## src/rtl/efc_pkg.sv

```systemverilog
// Package of the elevator controller: default sizes, item codes and the
// status struct of the request queue. Depends on nothing.
`default_nettype none
package efc_pkg;
   localparam int DEF_FLOORS       = 8;
   localparam int DEF_FLOOR_PIXELS = 64;
   localparam int DEF_SLOTS        = 16;
   localparam int MOVE_STEP        = 2;
   localparam int DWELL_RESET      = 30;

   localparam logic [1:0] FUNC_TICK  = 2'd0;
   localparam logic [1:0] FUNC_ADD   = 2'd1;
   localparam logic [1:0] FUNC_PAUSE = 2'd2;

   typedef struct packed {
      logic empty;
      logic full;
   } q_status_type;
endpackage
`default_nettype wire

```

## src/rtl/efc_ram.sv

```systemverilog
// Simple dual-port synchronous RAM, one write and one registered read port.
// Used for the passenger tables of the elevator controller; no dependencies.
`default_nettype none
module efc_ram #(
   parameter int WIDTH = 6,
   parameter int DEPTH = 16,
   parameter int AW    = (DEPTH > 1) ? $clog2(DEPTH) : 1
) (
   input  wire logic             clock,
   input  wire logic             we,
   input  wire logic [AW-1:0]    waddr,
   input  wire logic [WIDTH-1:0] wdata,
   input  wire logic [AW-1:0]    raddr,
   output logic      [WIDTH-1:0] rdata
);
   logic [WIDTH-1:0] mem [DEPTH];
   logic [WIDTH-1:0] rdata_ff;

   always_ff @(posedge clock) begin
      if (we) begin
         mem[waddr] <= wdata;
      end
      rdata_ff <= mem[raddr];
   end

   assign rdata = rdata_ff;
endmodule
`default_nettype wire

```

## src/rtl/efc_queue.sv

```systemverilog
// Request queue of the elevator controller: a circular buffer in memory with a
// per-floor mask that rejects duplicates. Depends on efc_pkg.
`default_nettype none
module efc_queue #(
   parameter int FLOORS = 8,
   parameter int FW     = $clog2(FLOORS)
) (
   input  wire logic                  clock,
   input  wire logic                  reset,
   input  wire logic                  push_en,
   input  wire logic [FW-1:0]         push_floor,
   input  wire logic                  pop_en,
   output logic      [FW-1:0]         head_floor,
   output efc_pkg::q_status_type      status
);
   import efc_pkg::*;

   localparam int QW = $clog2(FLOORS);
   localparam int CW = $clog2(FLOORS + 1);

   logic [FW-1:0]     mem [FLOORS];
   logic [FW-1:0]     rd_ff;
   logic [QW-1:0]     head_ff, tail_ff;
   logic [CW-1:0]     count_ff;
   logic [FLOORS-1:0] queued_ff;
   logic              full;

   assign full = (count_ff == CW'(FLOORS));

   function automatic logic [QW-1:0] bump(input logic [QW-1:0] p);
      bump = (p == QW'(FLOORS - 1)) ? '0 : p + 1'b1;
   endfunction

   // Storage and head read; the head entry is read through a register.
   always_ff @(posedge clock) begin
      if (push_en && !queued_ff[push_floor] && !full) begin
         mem[tail_ff] <= push_floor;
      end
      rd_ff <= mem[head_ff];
   end

   always_ff @(posedge clock) begin
      if (reset) begin
         head_ff   <= '0;
         tail_ff   <= '0;
         count_ff  <= '0;
         queued_ff <= '0;
      end else if (push_en) begin
         if (!queued_ff[push_floor] && !full) begin
            tail_ff               <= bump(tail_ff);
            count_ff              <= count_ff + 1'b1;
            queued_ff[push_floor] <= 1'b1;
         end
      end else if (pop_en && count_ff != '0) begin
         head_ff          <= bump(head_ff);
         count_ff         <= count_ff - 1'b1;
         queued_ff[rd_ff] <= 1'b0;
      end
   end

   assign head_floor   = rd_ff;
   assign status.empty = (count_ff == '0);
   assign status.full  = full;
endmodule
`default_nettype wire

```

## src/rtl/fifo_elevator_controller.sv

```systemverilog
// Top level of the single-cab elevator controller.
// Depends on efc_pkg, efc_ram and efc_queue.
`default_nettype none
// An item is taken when start is high and busy is low; its result appears for
// exactly one cycle with rsp_valid high, and the receiver cannot hold it off.
// Pause, add and idle ticks go from the accepting cycle straight to the strobe.
// A tick that moves the cab first picks the target and takes a travel step. A
// tick that arrives then walks the waiting and riding tables, pops the queue and
// clears the floor's lamps: the tables live in single-read memories and arrival
// walks each table entry by entry (address, then compare and write back
// compacted). The request queue is a circular buffer with a per-floor mask, so
// duplicate checks cost nothing. The user must write dwell_ticks through csr_we
// and csr_wdata only while the block is idle; the block does not enforce it.
module fifo_elevator_controller #(
   parameter int FLOORS          = efc_pkg::DEF_FLOORS,
   parameter int FLOOR_PIXELS    = efc_pkg::DEF_FLOOR_PIXELS,
   parameter int PASSENGER_SLOTS = efc_pkg::DEF_SLOTS,
   parameter int FW = $clog2(FLOORS),
   parameter int PW = $clog2((FLOORS - 1) * FLOOR_PIXELS + 1),
   parameter int CW = $clog2(PASSENGER_SLOTS + 1)
) (
   input  wire logic              clock,
   input  wire logic              reset,
   input  wire logic              start,
   output logic                   busy,
   input  wire logic [1:0]        req_func,
   input  wire logic [FW-1:0]     req_start_floor,
   input  wire logic [FW-1:0]     req_dest_floor,
   input  wire logic              req_going_up,
   input  wire logic              csr_we,
   input  wire logic [7:0]        csr_wdata,
   output logic                   rsp_valid,
   output logic      [PW-1:0]     rsp_cabin_position,
   output logic      [FW-1:0]     rsp_current_floor,
   output logic                   rsp_moving,
   output logic                   rsp_moving_up,
   output logic                   rsp_paused,
   output logic      [CW-1:0]     rsp_riding_count,
   output logic      [CW-1:0]     rsp_waiting_count,
   output logic      [15:0]       rsp_delivered_count,
   output logic                   rsp_arrived,
   output logic                   rsp_add_rejected,
   output logic      [FLOORS-1:0] rsp_up_lamps,
   output logic      [FLOORS-1:0] rsp_down_lamps
);
   import efc_pkg::*;

   localparam int AW = (PASSENGER_SLOTS > 1) ? $clog2(PASSENGER_SLOTS) : 1;
   localparam logic [PW-1:0] POS_RESET = PW'((FLOORS - 1) * FLOOR_PIXELS);

   localparam logic [3:0] S_IDLE = 4'd0;
   localparam logic [3:0] S_TGT  = 4'd1;
   localparam logic [3:0] S_MOVE = 4'd2;
   localparam logic [3:0] S_WRD  = 4'd3;
   localparam logic [3:0] S_WPR  = 4'd4;
   localparam logic [3:0] S_RRD  = 4'd5;
   localparam logic [3:0] S_RPR  = 4'd6;
   localparam logic [3:0] S_POP  = 4'd7;
   localparam logic [3:0] S_LEFT = 4'd8;
   localparam logic [3:0] S_EMIT = 4'd9;

   logic [3:0]        state_ff;
   logic [PW-1:0]     pos_ff, target_ff;
   logic [FW-1:0]     floor_ff, head_ff;
   logic              mv_ff, up_ff, pause_ff, left_ff;
   logic              arrived_ff, rejected_ff;
   logic [7:0]        dwell_ff, dwell_ticks_ff;
   logic [CW-1:0]     wait_n_ff, ride_n_ff, idx_ff, k_ff;
   logic [FLOORS-1:0] up_lamp_ff, down_lamp_ff;
   logic [15:0]       delivered_ff;

   // Queue interface.
   logic          q_push, q_pop;
   logic [FW-1:0] q_push_floor, q_head;
   q_status_type  q_status;

   efc_queue #(.FLOORS(FLOORS), .FW(FW)) u_queue (
      .clock(clock), .reset(reset), .push_en(q_push), .push_floor(q_push_floor),
      .pop_en(q_pop), .head_floor(q_head), .status(q_status)
   );

   // Waiting table: entries hold {start floor, destination floor}.
   logic              w_we;
   logic [AW-1:0]     w_waddr;
   logic [2*FW-1:0]   w_wdata, w_rdata;
   logic              r_we;
   logic [AW-1:0]     r_waddr;
   logic [FW-1:0]     r_wdata, r_rdata;

   efc_ram #(.WIDTH(2*FW), .DEPTH(PASSENGER_SLOTS), .AW(AW)) u_wait (
      .clock(clock), .we(w_we), .waddr(w_waddr), .wdata(w_wdata),
      .raddr(idx_ff[AW-1:0]), .rdata(w_rdata)
   );

   efc_ram #(.WIDTH(FW), .DEPTH(PASSENGER_SLOTS), .AW(AW)) u_ride (
      .clock(clock), .we(r_we), .waddr(r_waddr), .wdata(r_wdata),
      .raddr(idx_ff[AW-1:0]), .rdata(r_rdata)
   );

   logic accept, add_ok, boards;
   logic [FW-1:0] w_start, w_dest;

   assign accept  = start && !busy;
   assign add_ok  = (wait_n_ff < CW'(PASSENGER_SLOTS))
                    && (32'(req_start_floor) < FLOORS) && (32'(req_dest_floor) < FLOORS);
   assign w_start = w_rdata[2*FW-1:FW];
   assign w_dest  = w_rdata[FW-1:0];
   assign boards  = (w_start == head_ff) && (ride_n_ff < CW'(PASSENGER_SLOTS));

   // Memory write and queue push and pop selection.
   always_comb begin
      w_we         = 1'b0;
      w_waddr      = wait_n_ff[AW-1:0];
      w_wdata      = {req_start_floor, req_dest_floor};
      r_we         = 1'b0;
      r_waddr      = ride_n_ff[AW-1:0];
      r_wdata      = w_dest;
      q_push       = 1'b0;
      q_push_floor = req_start_floor;
      q_pop        = 1'b0;
      case (state_ff)
         S_IDLE: begin
            if (accept && req_func == FUNC_ADD && add_ok) begin
               w_we   = 1'b1;
               q_push = 1'b1;
            end
         end
         S_WPR: begin
            if (boards) begin
               r_we         = 1'b1;
               q_push       = 1'b1;
               q_push_floor = w_dest;
            end else begin
               w_we    = 1'b1;
               w_waddr = k_ff[AW-1:0];
               w_wdata = w_rdata;
            end
         end
         S_RPR: begin
            if (r_rdata != head_ff) begin
               r_we    = 1'b1;
               r_waddr = k_ff[AW-1:0];
               r_wdata = r_rdata;
            end
         end
         S_POP:  q_pop = 1'b1;
         S_LEFT: begin
            q_push       = left_ff;
            q_push_floor = head_ff;
         end
         default: ;
      endcase
   end

   // One step of travel toward the target, with the arrival test.
   logic          up_in;
   logic [PW:0]   pos_x, tgt_x, pos_step, diff;
   logic [PW-1:0] pos_in;
   logic          arrive_now;

   always_comb begin
      pos_x = {1'b0, pos_ff};
      tgt_x = {1'b0, target_ff};
      up_in = mv_ff ? up_ff : (pos_ff > target_ff);
      if (up_in) begin
         pos_step = (pos_x >= tgt_x + (PW+1)'(MOVE_STEP)) ? pos_x - (PW+1)'(MOVE_STEP)
                                                          : tgt_x;
      end else begin
         pos_step = (pos_x + (PW+1)'(MOVE_STEP) <= tgt_x) ? pos_x + (PW+1)'(MOVE_STEP)
                                                          : tgt_x;
      end
      diff       = (pos_step > tgt_x) ? pos_step - tgt_x : tgt_x - pos_step;
      arrive_now = diff < (PW+1)'(MOVE_STEP);
      pos_in     = arrive_now ? target_ff : pos_step[PW-1:0];
   end

   logic [FW-1:0] fdiff;
   assign fdiff = FW'(FLOORS - 1) - q_head;

   always_ff @(posedge clock) begin
      if (reset) begin
         state_ff       <= S_IDLE;
         pos_ff         <= POS_RESET;
         floor_ff       <= '0;
         mv_ff          <= 1'b0;
         up_ff          <= 1'b0;
         pause_ff       <= 1'b0;
         dwell_ff       <= '0;
         dwell_ticks_ff <= 8'(DWELL_RESET);
         wait_n_ff      <= '0;
         ride_n_ff      <= '0;
         up_lamp_ff     <= '0;
         down_lamp_ff   <= '0;
         delivered_ff   <= '0;
         arrived_ff     <= 1'b0;
         rejected_ff    <= 1'b0;
         left_ff        <= 1'b0;
         idx_ff         <= '0;
         k_ff           <= '0;
      end else begin
         if (csr_we) begin
            dwell_ticks_ff <= csr_wdata;
         end
         case (state_ff)
            S_IDLE: begin
               if (accept) begin
                  arrived_ff  <= 1'b0;
                  rejected_ff <= 1'b0;
                  state_ff    <= S_EMIT;
                  case (req_func)
                     FUNC_TICK: begin
                        if (!pause_ff && !q_status.empty) begin
                           if (dwell_ff != '0) begin
                              dwell_ff <= dwell_ff - 1'b1;
                           end else begin
                              state_ff <= S_TGT;
                           end
                        end
                     end
                     FUNC_ADD: begin
                        if (add_ok) begin
                           wait_n_ff <= wait_n_ff + 1'b1;
                           if (req_going_up) begin
                              up_lamp_ff[req_start_floor] <= 1'b1;
                           end else begin
                              down_lamp_ff[req_start_floor] <= 1'b1;
                           end
                        end else begin
                           rejected_ff <= 1'b1;
                        end
                     end
                     FUNC_PAUSE: pause_ff <= !pause_ff;
                     default: ;
                  endcase
               end
            end
            S_TGT: begin
               head_ff   <= q_head;
               target_ff <= PW'(PW'(fdiff) * PW'(FLOOR_PIXELS));
               state_ff  <= S_MOVE;
            end
            S_MOVE: begin
               pos_ff <= pos_in;
               up_ff  <= up_in;
               if (arrive_now) begin
                  mv_ff    <= 1'b0;
                  floor_ff <= head_ff;
                  idx_ff   <= '0;
                  k_ff     <= '0;
                  left_ff  <= 1'b0;
                  state_ff <= S_WRD;
               end else begin
                  mv_ff    <= 1'b1;
                  state_ff <= S_EMIT;
               end
            end
            S_WRD: begin
               if (idx_ff == wait_n_ff) begin
                  wait_n_ff <= k_ff;
                  idx_ff    <= '0;
                  k_ff      <= '0;
                  state_ff  <= S_RRD;
               end else begin
                  state_ff <= S_WPR;
               end
            end
            S_WPR: begin
               if (boards) begin
                  ride_n_ff <= ride_n_ff + 1'b1;
               end else begin
                  k_ff <= k_ff + 1'b1;
                  if (w_start == head_ff) begin
                     left_ff <= 1'b1;
                  end
               end
               idx_ff   <= idx_ff + 1'b1;
               state_ff <= S_WRD;
            end
            S_RRD: begin
               if (idx_ff == ride_n_ff) begin
                  ride_n_ff <= k_ff;
                  state_ff  <= S_POP;
               end else begin
                  state_ff <= S_RPR;
               end
            end
            S_RPR: begin
               if (r_rdata == head_ff) begin
                  delivered_ff <= delivered_ff + 1'b1;
               end else begin
                  k_ff <= k_ff + 1'b1;
               end
               idx_ff   <= idx_ff + 1'b1;
               state_ff <= S_RRD;
            end
            S_POP:  state_ff <= S_LEFT;
            S_LEFT: begin
               up_lamp_ff[head_ff]   <= 1'b0;
               down_lamp_ff[head_ff] <= 1'b0;
               dwell_ff              <= dwell_ticks_ff;
               arrived_ff            <= 1'b1;
               state_ff              <= S_EMIT;
            end
            S_EMIT:  state_ff <= S_IDLE;
            default: state_ff <= S_IDLE;
         endcase
      end
   end

   assign busy                = (state_ff != S_IDLE);
   assign rsp_valid           = (state_ff == S_EMIT);
   assign rsp_cabin_position  = pos_ff;
   assign rsp_current_floor   = floor_ff;
   assign rsp_moving          = mv_ff;
   assign rsp_moving_up       = up_ff;
   assign rsp_paused          = pause_ff;
   assign rsp_riding_count    = ride_n_ff;
   assign rsp_waiting_count   = wait_n_ff;
   assign rsp_delivered_count = delivered_ff;
   assign rsp_arrived         = arrived_ff;
   assign rsp_add_rejected    = rejected_ff;
   assign rsp_up_lamps        = up_lamp_ff;
   assign rsp_down_lamps      = down_lamp_ff;
endmodule
`default_nettype wire

```

## config.mk

```make
export PLATFORM = sky130hd
export DESIGN_NAME = fifo_elevator_controller
export DESIGN_NICKNAME = d
export VERILOG_FILES = /design/src/rtl/efc_pkg.sv /design/src/rtl/efc_ram.sv /design/src/rtl/efc_queue.sv /design/src/rtl/fifo_elevator_controller.sv
export SDC_FILE = /design/constraint.sdc
export NUM_CORES = 1
export LEC_CHECK = 0
export ABC_CLOCK_PERIOD_IN_PS = 7500
export BUFFER_PORTS_ARGS = -buffer_cell sky130_fd_sc_hd__buf_2
export CAP_MARGIN = 40
export CORE_AREA = 2 2 192 194
export CTS_CLUSTER_DIAMETER = 200
export DETAILED_ROUTE_END_ITERATION = 7
export DIE_AREA = 0 0 194 196
export HOLD_SLACK_MARGIN = 0.15
export SYNTH_ARGS = -nofsm -noshare
export SYNTH_HDL_FRONTEND = slang
export SYNTH_SLANG_ARGS = --single-unit
```

## constraint.sdc

```tcl
create_clock -name clock -period 7.5 [get_ports clock]
set_input_delay 1.5 -clock clock [delete_from_list [all_inputs] [get_ports clock]]
set_output_delay 1.5 -clock clock [all_outputs]
set_load 0.1 [all_outputs]
```

Word-level counts from Yosys, hierarchy flattened
Memories as Yosys holds them, arrays and structs flattened. A register that Yosys moved wholly into a read port is not among the register bits.
Index checks and enable logic that the tools add are counted.
Widths: inputs -> output; s select.
Storage, ports and cells
  memories: 3
  word-level logic and storage cells: 246
  input port bits: 21
  register bits after elaboration: 114
  RAM bits: 168
Memories
  u_wait.mem: depth 16, bits a word 6, rd ports 1, clocked after memory_dff 1, wr ports 1, RTL line efc_ram.sv:16  | logic [WIDTH-1:0] mem [DEPTH];
  u_ride.mem: depth 16, bits a word 3, rd ports 1, clocked after memory_dff 1, wr ports 1, RTL line efc_ram.sv:16
  u_queue.mem: depth 8, bits a word 3, rd ports 1, clocked after memory_dff 1, wr ports 1, RTL line efc_queue.sv:21  | logic [FW-1:0] mem [FLOORS];
Cells by class
  $add $sub $neg: 16
  order comparisons: 15
  bitwise logic cells: 10
  reduce and logical (&&, ||, !) cells: 49
  equal/unequal tests: 35
  multiplexer cells: 94
Operators with widths (number)
  $mux 8: 15
  $mux 5: 10
  $mux 4: 12
  $pmux 8 s2: 3
  $mux 10: 4
  $pmux 4 s9: 1
  $ne 2x2->1 const B: 15
  $mux 1: 26
  $reduce_and 5->1: 5
  $and 8x8->8: 3
  $or 8x8->8: 3
  $add 5x1->5 const B: 4
  $add 9x2->10 const B: 2
  $pmux 5 s2: 2
  $pmux 5 s4: 1
  $add 16x1->16 const B: 1
  $eq 4x3->1 const B: 4
  $lt 3x4->1 const B: 4
  $not 8->8: 2
  $reduce_and 2->1: 8
  $mux 3: 5
  $pmux 5 s3: 1
  $logic_and 1x1->1: 13
  $demux 1 s3: 4
  42 further kinds: 71

Logic depth before layout (Yosys ltp)
Gate-level depths: netlist of the first run.
  word-level depth: 11
  depth in mapped cells: 25

Hierarchy
A second synthesis of the first run with hierarchy kept.
Second synthesis, totals
  cell total of the unflattened synthesis: 1236
  area, all modules: 14272.4 um^2
Modules (own cells, without submodules)
  fifo_elevator_controller: area an instance 6244.7 um^2, times used 1, cells an instance 782, seq. area each 1981.9 um^2
  efc_ram (u_wait): area an instance 3895.0 um^2, times used 1, cells an instance 178, seq. area each 3002.9 um^2
  efc_queue: area an instance 2120.8 um^2, times used 1, cells an instance 173, seq. area each 1141.1 um^2
  efc_ram (u_ride): area an instance 2011.9 um^2, times used 1, cells an instance 103, seq. area each 1501.4 um^2

Least setup slack after synthesis of the first run
OpenSTA, ideal clock, no wires.
  path type: register to register
  start: reg pos_ff[4], in the netlist rsp_cabin_position[4]
  end: reg floor_ff[2], in the netlist rsp_current_floor[2]
  stages on the path, launching flop included: 23
  clock period less this slack: 6.158 ns
  data required time: 7.428 ns
  setup time: 0.072 ns
  path slack: 1.342 ns
  buffers on the path: 3
  arrival time: 6.086 ns
  cell sequence: dfxtp_1 -> clkbuf_1 -> nand4_1 -> nor2_1 -> xnor2_1 -> inv_1 -> ha_1 -> nand4b_1 -> o41ai_1 -> o21ai_0 -> a221oi_1 -> inv_1 -> ha_1 -> clkbuf_1 -> nand2_1 -> a221o_1 -> a211oi_1 -> o221ai_1 -> a2111oi_4 -> a31oi_1 -> buf_2 -> nor3_4 -> mux2i_1
On the way
  longest elaborated chain between the ends: 8
  elaborated cells between the ends (all ways): 15
RTL lines
  start, declared: RTL line fifo_elevator_controller.sv:63  | logic [PW-1:0] pos_ff, target_ff;
  start signal, assigned: RTL line fifo_elevator_controller.sv:243  | pos_ff <= pos_in;
  $add 9x2->10: RTL line fifo_elevator_controller.sv:169  | pos_step = (pos_x + (PW+1)'(MOVE_STEP) <= tgt_x) ? pos_x + (PW+1)'(MOVE_STEP)
  $le 10x9->1: RTL line fifo_elevator_controller.sv:169
  $mux 10: RTL line fifo_elevator_controller.sv:169
  $mux 10 (*): RTL line fifo_elevator_controller.sv:165  | if (up_in) begin
  $sub 9x10->10, or another cell as far along: RTL line fifo_elevator_controller.sv:172  | diff = (pos_step > tgt_x) ? pos_step - tgt_x : tgt_x - pos_step;
  $mux 10 (*): RTL line fifo_elevator_controller.sv:172
  $lt 10x2->1 (*): RTL line fifo_elevator_controller.sv:173  | arrive_now = diff < (PW+1)'(MOVE_STEP);
  $reduce_and 2->1 (no line) (*)
  end signal, assigned: RTL line fifo_elevator_controller.sv:184  | floor_ff <= '0;
  end signal, assigned: RTL line fifo_elevator_controller.sv:247  | floor_ff <= head_ff;
  end, declared: RTL line fifo_elevator_controller.sv:64  | logic [FW-1:0] floor_ff, head_ff;
Mark *: on every way between the ends. The rest lies on a longest branch, timed or not.
A chain may end at the register's enable or synchronous reset.

Worst setup path in the final report of the first run
  start: reg pos_ff[5], in the netlist rsp_cabin_position[5]
  end: reg idx_ff[3]
On the way
  longest elaborated chain between the ends: 9
  elaborated cells between the ends (all ways): 16
RTL lines
  $add 9x2->10: RTL line fifo_elevator_controller.sv:169
  $le 10x9->1: RTL line fifo_elevator_controller.sv:169
  $mux 10: RTL line fifo_elevator_controller.sv:169
  $mux 10 (*): RTL line fifo_elevator_controller.sv:165
  $sub 9x10->10, or another cell as far along: RTL line fifo_elevator_controller.sv:172
  $mux 10 (*): RTL line fifo_elevator_controller.sv:172
  $lt 10x2->1 (*): RTL line fifo_elevator_controller.sv:173
  $ne 2x2->1 (no line) (*)
  $reduce_and 3->1 (no line) (*)
  end signal, assigned: RTL line fifo_elevator_controller.sv:276  | idx_ff <= idx_ff + 1'b1;
  end signal, assigned: RTL line fifo_elevator_controller.sv:293  | idx_ff <= idx_ff + 1'b1;
  end, declared: RTL line fifo_elevator_controller.sv:68  | logic [CW-1:0] wait_n_ff, ride_n_ff, idx_ff, k_ff;
Marked as above.

==> metrics.txt, run 1 <==
initial antenna violation count 0; DP Area 15000 um2; synthesis-to-finish area growth 12.9%; Hold Crit Class reg -> reg; Core ar. 36100 um2; Crit path buffers/inverters 5; worst-skew pair later-pin latency 570 ps; fraction of layout cells with a size suffix above 1 17.2%; CTS tree built; Total GRT Usage 18.3%; Max Buffers Root-to-Sink 3; ANT cells 0; TritonCTS Sinks 294; root buffer cell clkbuf_16; Seq cells post-synth 294; fin crit period 6370 ps; most common cell after layout, fill and taps aside edfxtp_1; Starting Density 39.3%; final instance area 16000 um2; setup tns final 0 ps; Flop pwr share 44.1%; Synth cell types 82; Main synth FF type edfxtp_1; Setup Viol. Count Final 0; Leakage 5.52 nW; WL/cell 19.7 um; setup bufs post-CTS 0; PwrDens 261 nW/um2; DP Wirelength 24800 um; post-synth design cell area 14200 um2; crit path launch type register; Final Hold Viols 0; clock power share 35.3%; clk_skew 18.2 ps; peak supply drop 217 uV; Critical Path RT 7910 ps; gpl congestion 0.845; CTS clk-pin slew, worst paths 60 ps; Crit. End Element register; total CTS buffers 31; Crit path largest cell delay 760 ps; Total Nets Final 1355; multi-input combinational cell area 6100 um2; count of port buffers added during placement 81; largest net degree at the start of global routing 81; sw frac 30.7%; crit-path most repeated cell buf_4; Comb pwr share 20.6%; post-synthesis async set-or-reset flop share 0%; Die Area 38000 um2; Pre-antenna DRT Iters 7; family with the most delay on the worst path compound AO/OA/AOI/OAI gates; syn avg cell area 11.3 um2; unrepaired setup endpoints after global routing false; fmax 0.157 GHz; FF+latch area 7630 um2; relative slew slack 40.7%; cell internal pwr 2.89 mW; cell row count 70; Resized cells post-CTS 0; chip height 196 um; Synth Net Count 1307; antenna viol nets, final 0; sequential area share after synthesis 53.8%; vias in the first global route 9720; Worst Max-Slew Pin Slew 885 ps; filler instances 3378; Yosys warnings 0; Max stage delay cell, worst path o41ai_1; Vias 10000; Hold-fix buffers, CTS 0; Post-synth EDFFs 174; Setup Crit Path Kind reg -> reg; Psw 1.28 mW; Crit Path Max Fanout 17; worst path cell trace nand4_1 -> nor2_1 -> xnor2_1 -> inv_1 -> ha_1 -> nand4b_1 -> o41ai_1 -> o21ai_0 -> buf_4 -> a221oi_1 -> inv_1 -> ha_1 -> nand2_1 -> a221o_1 -> a211oi_1 -> o221ai_1 -> a2111oi_4 -> a31oi_1 -> buf_4 -> o21ai_1 -> buf_4 -> a41oi_1; GRT overflow 0; pre-CTS WS 1200 ps; Iteration-0 DRC Markers 725; PnR worst setup slack 1130 ps; WL final 35400 um; final worst-path cycle share 84.9%; outcome finished, final reports clean; H-tree depth 1; first-pass GRT wire length 55300 um; Remaining DRCs 0; critical path arrival 6770 ps; fin. max-slew vios 0; most frequent cells in the layout 174 x edfxtp_1, 154 x nor2_1, 118 x dfxtp_1; hold slack 468 ps; I/O pins 82; vias per cell 5.58; max cap viols 0; cell count after synthesis 1255; Die W 194 um
-- tightest hold or removal path: stages (launching register included) --
cell	delay, ps
dfxtp_1	310
o31ai_1	60
a21oi_1	50
-- synthesized netlist by cell type (8+ instances only) --
master    number  area share (%)
a211oi_1      17            0.90
a21oi_1       78             2.8
a22oi_1       11            0.58
a31oi_1       16            0.71
and3_1         9            0.40
buf_1         12            0.32
clkbuf_1      64             1.7
dfxtp_1      120              17
edfxtp_1     174              37
ha_1          29             2.6
inv_1         33            0.87
mux2_2        12            0.95
mux2i_1       20             1.4
mux4_2        51             8.1
nand2_1       93             2.5
nand2b_1      13            0.57
nand3_1       29             1.0
nand4_1        9            0.40
nor2_1       154             4.1
nor2b_1       15            0.66
nor3_1        38             1.3
nor3b_1       16            0.85
o211ai_1       8            0.42
o21ai_0       26            0.92
o21ai_1        8            0.28
o31ai_1       12            0.64
or3_1         11            0.49
xnor2_1       22             1.4
xor2_1        25             1.5
-- area by class of cell --
cell class,count,share of cell area [%]
clock buffer,42,5.36
multi-input combinational,844,38.2
clock inverter,16,0.829
timing repair buffer,97,3.46
inverter,35,0.821
sequential,294,47.7
tap,468,3.66
-- stage by stage --
step           total power [mW]  cells  utilization (%)
2_1_floorplan              2.51   1255                -
4_1_cts                    4.19   1796             44.3
3_5_place_dp               2.72   1738             41.6
5_1_grt                    4.36   1796             44.3
6_report                   4.17   1796             44.3
3_3_place_gp               2.71   1734             41.4
-- sequential cells by signal, summed over array words and instances, names as in the netlist, 4 cells and up --
signal,flops
dwell_ff,8
dwell_ticks_ff,8
idx_ff,5
k_ff,5
rsp_cabin_position,9
rsp_delivered_count,16
rsp_down_lamps,8
rsp_riding_count,5
rsp_up_lamps,8
rsp_waiting_count,5
state_ff,4
u_queue.count_ff,4
u_queue.mem,24
u_queue.queued_ff,8
u_ride.mem,48
u_wait.mem,96
u_wait.rdata,6
-- logic make-up (layout without fill, tap and decap cells) --
family                   count (synthesis)  count (layout)  synth area share, %
AO/OA/AOI/OAI                          251             251                 11.9
XOR/XNOR                                47              47                 2.90
multiplexers                            84              84                 10.6
flip-flops                             294             294                 53.8
buffers and inverters                  117             190                 3.20
AND/OR/NAND/NOR                        431             431                 14.8
adder cells (fa/ha/maj)                 31              31                 2.84
-- worst paths after layout --
kind                                             from         endpoint  slack, ps  cells after the start
worst min-delay path                  rsp_up_lamps[3]  rsp_up_lamps[3]        470                      2
worst max-delay path            rsp_cabin_position[5]        idx_ff[3]       1130                     22
worst max register to register  rsp_cabin_position[5]        idx_ff[3]       1130                     22
worst min register to register        rsp_up_lamps[3]  rsp_up_lamps[3]        470                      2
-- routing by layer --
layer / track usage [%] / wire length [um] / vias up
li1: - / - / 4798
met1: 24.9 / 15800 / 4877
met2: 30.2 / 16600 / 277
met3: 3.28 / 1970 / 66
met4: 5.02 / 974 / 0
met5: 0 / 0 / -
-- power by group through the flow --
| stage | logic (mW) | clock network [mW] | registers [mW] |
|---|---|---|---|
| detailed placement | 0.850 | 0 | 1.87 |
| floorplan | 0.620 | 0 | 1.89 |
| global placement | 0.837 | 0 | 1.87 |
| finish | 0.860 | 1.47 | 1.84 |
| CTS | 0.853 | 1.51 | 1.84 |
| global route | 0.941 | 1.57 | 1.85 |
Note: power is estimated with default switching activity, not from simulation.
==> inputs of run 2 (changes only) <==
- ABC_CLOCK_PERIOD_IN_PS: 7500 -> 5800
- clock period: 7.5 -> 5.8 ns (I/O delays scaled with it)
==> metrics.txt, run 2 (synthesized netlist as in run 1, its figures left out) <==
Remaining DRCs 0 (unchanged); ANT cells 0 (unchanged); family with the most delay on the worst path compound AO/OA/AOI/OAI gates (unchanged); fin. max-slew vios 0 (unchanged); Hold-fix buffers, CTS 0 (unchanged); largest registers u_wait.mem: 96 flops, u_ride.mem: 48 flops, u_queue.mem: 24 flops (unchanged); most frequent cells in the layout 174 x edfxtp_1, 154 x nor2_1, 111 x dfxtp_1 (was 174 x edfxtp_1, 154 x nor2_1, 118 x dfxtp_1); Vias 10100 (was 10000); crit path launch type register (unchanged); synthesis-to-finish area growth 13.7% (was 12.9%); root buffer cell clkbuf_16 (unchanged); count of port buffers added during placement 81 (unchanged); WL/cell 19.8 um (was 19.7 um); met1 Track Usage GR 25.4% (was 24.9%); Die W 194 um (unchanged); fmax 0.186 GHz (was 0.157 GHz); initial antenna violation count 1 (was 0); Total GRT Usage 18.3% (about the same); TritonCTS Sinks 294 (unchanged); H-tree depth 1 (unchanged); final core occ 44.7% (was 44.3%); outcome finished, final reports clean (unchanged); met3 Use GR 2.75% (was 3.28%); PwrDens 337 nW/um2 (was 261 nW/um2); Total Nets Final 1365 (was 1355); hold slack 455 ps (was 468 ps); Iteration-0 DRC Markers 571 (was 725); vias in the first global route 9757 (was 9720); first-pass GRT wire length 55600 um (was 55300 um); Worst Max-Slew Pin Slew 982 ps (was 885 ps); final worst-path cycle share 92.9% (was 84.9%); DP Wirelength 25400 um (was 24800 um); final instance area 16100 um2 (was 16000 um2); Core ar. 36100 um2 (unchanged); GRT overflow 0 (unchanged); WL final 35700 um (was 35400 um); Final Hold Viols 0 (unchanged); max reg flops 96 (unchanged); largest reg by FF count u_wait.mem (unchanged); filler instances 3366 (was 3378); critical path arrival 5860 ps (was 6770 ps); peak supply drop 252 uV (was 217 uV); GRT Max-Usage Layer met2 (unchanged); cell row count 70 (unchanged); Max stage delay cell, worst path o41ai_4 (was o41ai_1); total CTS buffers 30 (was 31); Pre-antenna DRT Iters 5 (was 7); unrepaired setup endpoints after global routing true (was false); Crit path buffers/inverters 3 (was 5); Crit path largest cell delay 490 ps (was 760 ps); Leakage 5.58 nW (was 5.52 nW); most common cell after layout, fill and taps aside edfxtp_1 (unchanged); max cap viols 0 (unchanged); CTS clk-pin slew, worst paths 60 ps (about the same); fraction of layout cells with a size suffix above 1 18.7% (was 17.2%); Critical Path RT 6270 ps (was 7910 ps); Max Buffers Root-to-Sink 3 (unchanged); antenna viol nets, final 0 (unchanged); Crit. End Element register (unchanged); Final Power 5.44 mW (was 4.17 mW); Crit Path Max Fanout 11 (was 17); GRT met2 Usage 30.4% (was 30.2%); worst path cell trace and2_1 -> nand2_1 -> nor2_1 -> xnor2_1 -> inv_1 -> ha_1 -> nand4b_1 -> o41ai_4 -> o21ai_1 -> a221oi_2 -> inv_1 -> ha_1 -> nand2_1 -> a221o_1 -> a211oi_1 -> o221ai_1 -> a2111oi_4 -> a31oi_1 -> buf_4 -> nor3_4 -> mux2i_1 (was nand4_1 -> nor2_1 -> xnor2_1 -> inv_1 -> ha_1 -> nand4b_1 -> o41ai_1 -> o21ai_0 -> buf_4 -> a221oi_1 -> inv_1 -> ha_1 -> nand2_1 -> a221o_1 -> a211oi_1 -> o221ai_1 -> a2111oi_4 -> a31oi_1 -> buf_4 -> o21ai_1 -> buf_4 -> a41oi_1); largest net degree at the start of global routing 78 (was 81); worst-skew pair later-pin latency 550 ps (was 570 ps); chip height 196 um (unchanged); relative slew slack 32.8% (was 40.7%); Starting Density 39.3% (unchanged); Setup Crit Path Kind reg -> reg (unchanged); fin crit period 5390 ps (was 6370 ps); vias per cell 5.60 (was 5.58); Setup Viol. Count Final 0 (unchanged); setup bufs post-CTS 0 (unchanged); gpl congestion 0.853 (was 0.845); DP Area 15100 um2 (was 15000 um2); CTS tree built (unchanged); clk_skew 17.1 ps (was 18.2 ps); Hold Crit Class reg -> reg (unchanged); Die Area 38000 um2 (unchanged); I/O pins 82 (unchanged)
run 2: stage by stage:
step / worst slack, ps / std cells / setup TNS [ps]
2_1_floorplan: 130 / 1255 / 0
3_3_place_gp: 313 / 1745 / 0
3_5_place_dp: 202 / 1749 / 0
4_1_cts: 137 / 1805 / 0
5_1_grt: -15.3 / 1805 / -25.0
6_report: 411 / 1805 / 0
run 2: final cells by class:
type	instances	area, um2	share of cell area [%]
clock buffers	49	922	5.72
inverters	35	131	0.815
clock inverters	7	73.8	0.458
multi-input cells	844	6130	38.0
well taps	468	586	3.63
flip-flops and latches	294	7640	47.4
repair buffers	108	639	3.97
run 2: repair_timing:
action                                 4_1_cts  5_1_grt
gates resized for setup                      0        3
endpoints found under the hold margin        0        0
setup endpoints to repair                    0       25
run 2: final timing paths:
kind | slack, ps | end | start | cells past startpoint
min | 450 | dwell_ff[0] | dwell_ticks_ff[0] | 2
min reg2reg | 450 | dwell_ff[0] | dwell_ticks_ff[0] | 2
max | 410 | rsp_current_floor[1] | rsp_cabin_position[1] | 21
max reg2reg | 410 | rsp_current_floor[1] | rsp_cabin_position[1] | 21
run 2: power breakdown:
group | leakage, nW | internal, mW | switching, mW
clock | 0.489 | 1.13 | 0.784
sequential | 2.54 | 2.28 | 0.0695
combinational | 2.55 | 0.388 | 0.786
total | 5.58 | 3.80 | 1.64
run 2: routing by layer:
metal,wire length (um),part of all wire (%)
met5,13,0.036
met4,734,2.1
met3,1870,5.2
met2,16800,47
met1,16300,46
run 2: worst min-delay path, delay by kind of cell, from the launching register on:
family          cells  cell delay [ps]
simple gates        1               50
flops               1              310
compound gates      1               50
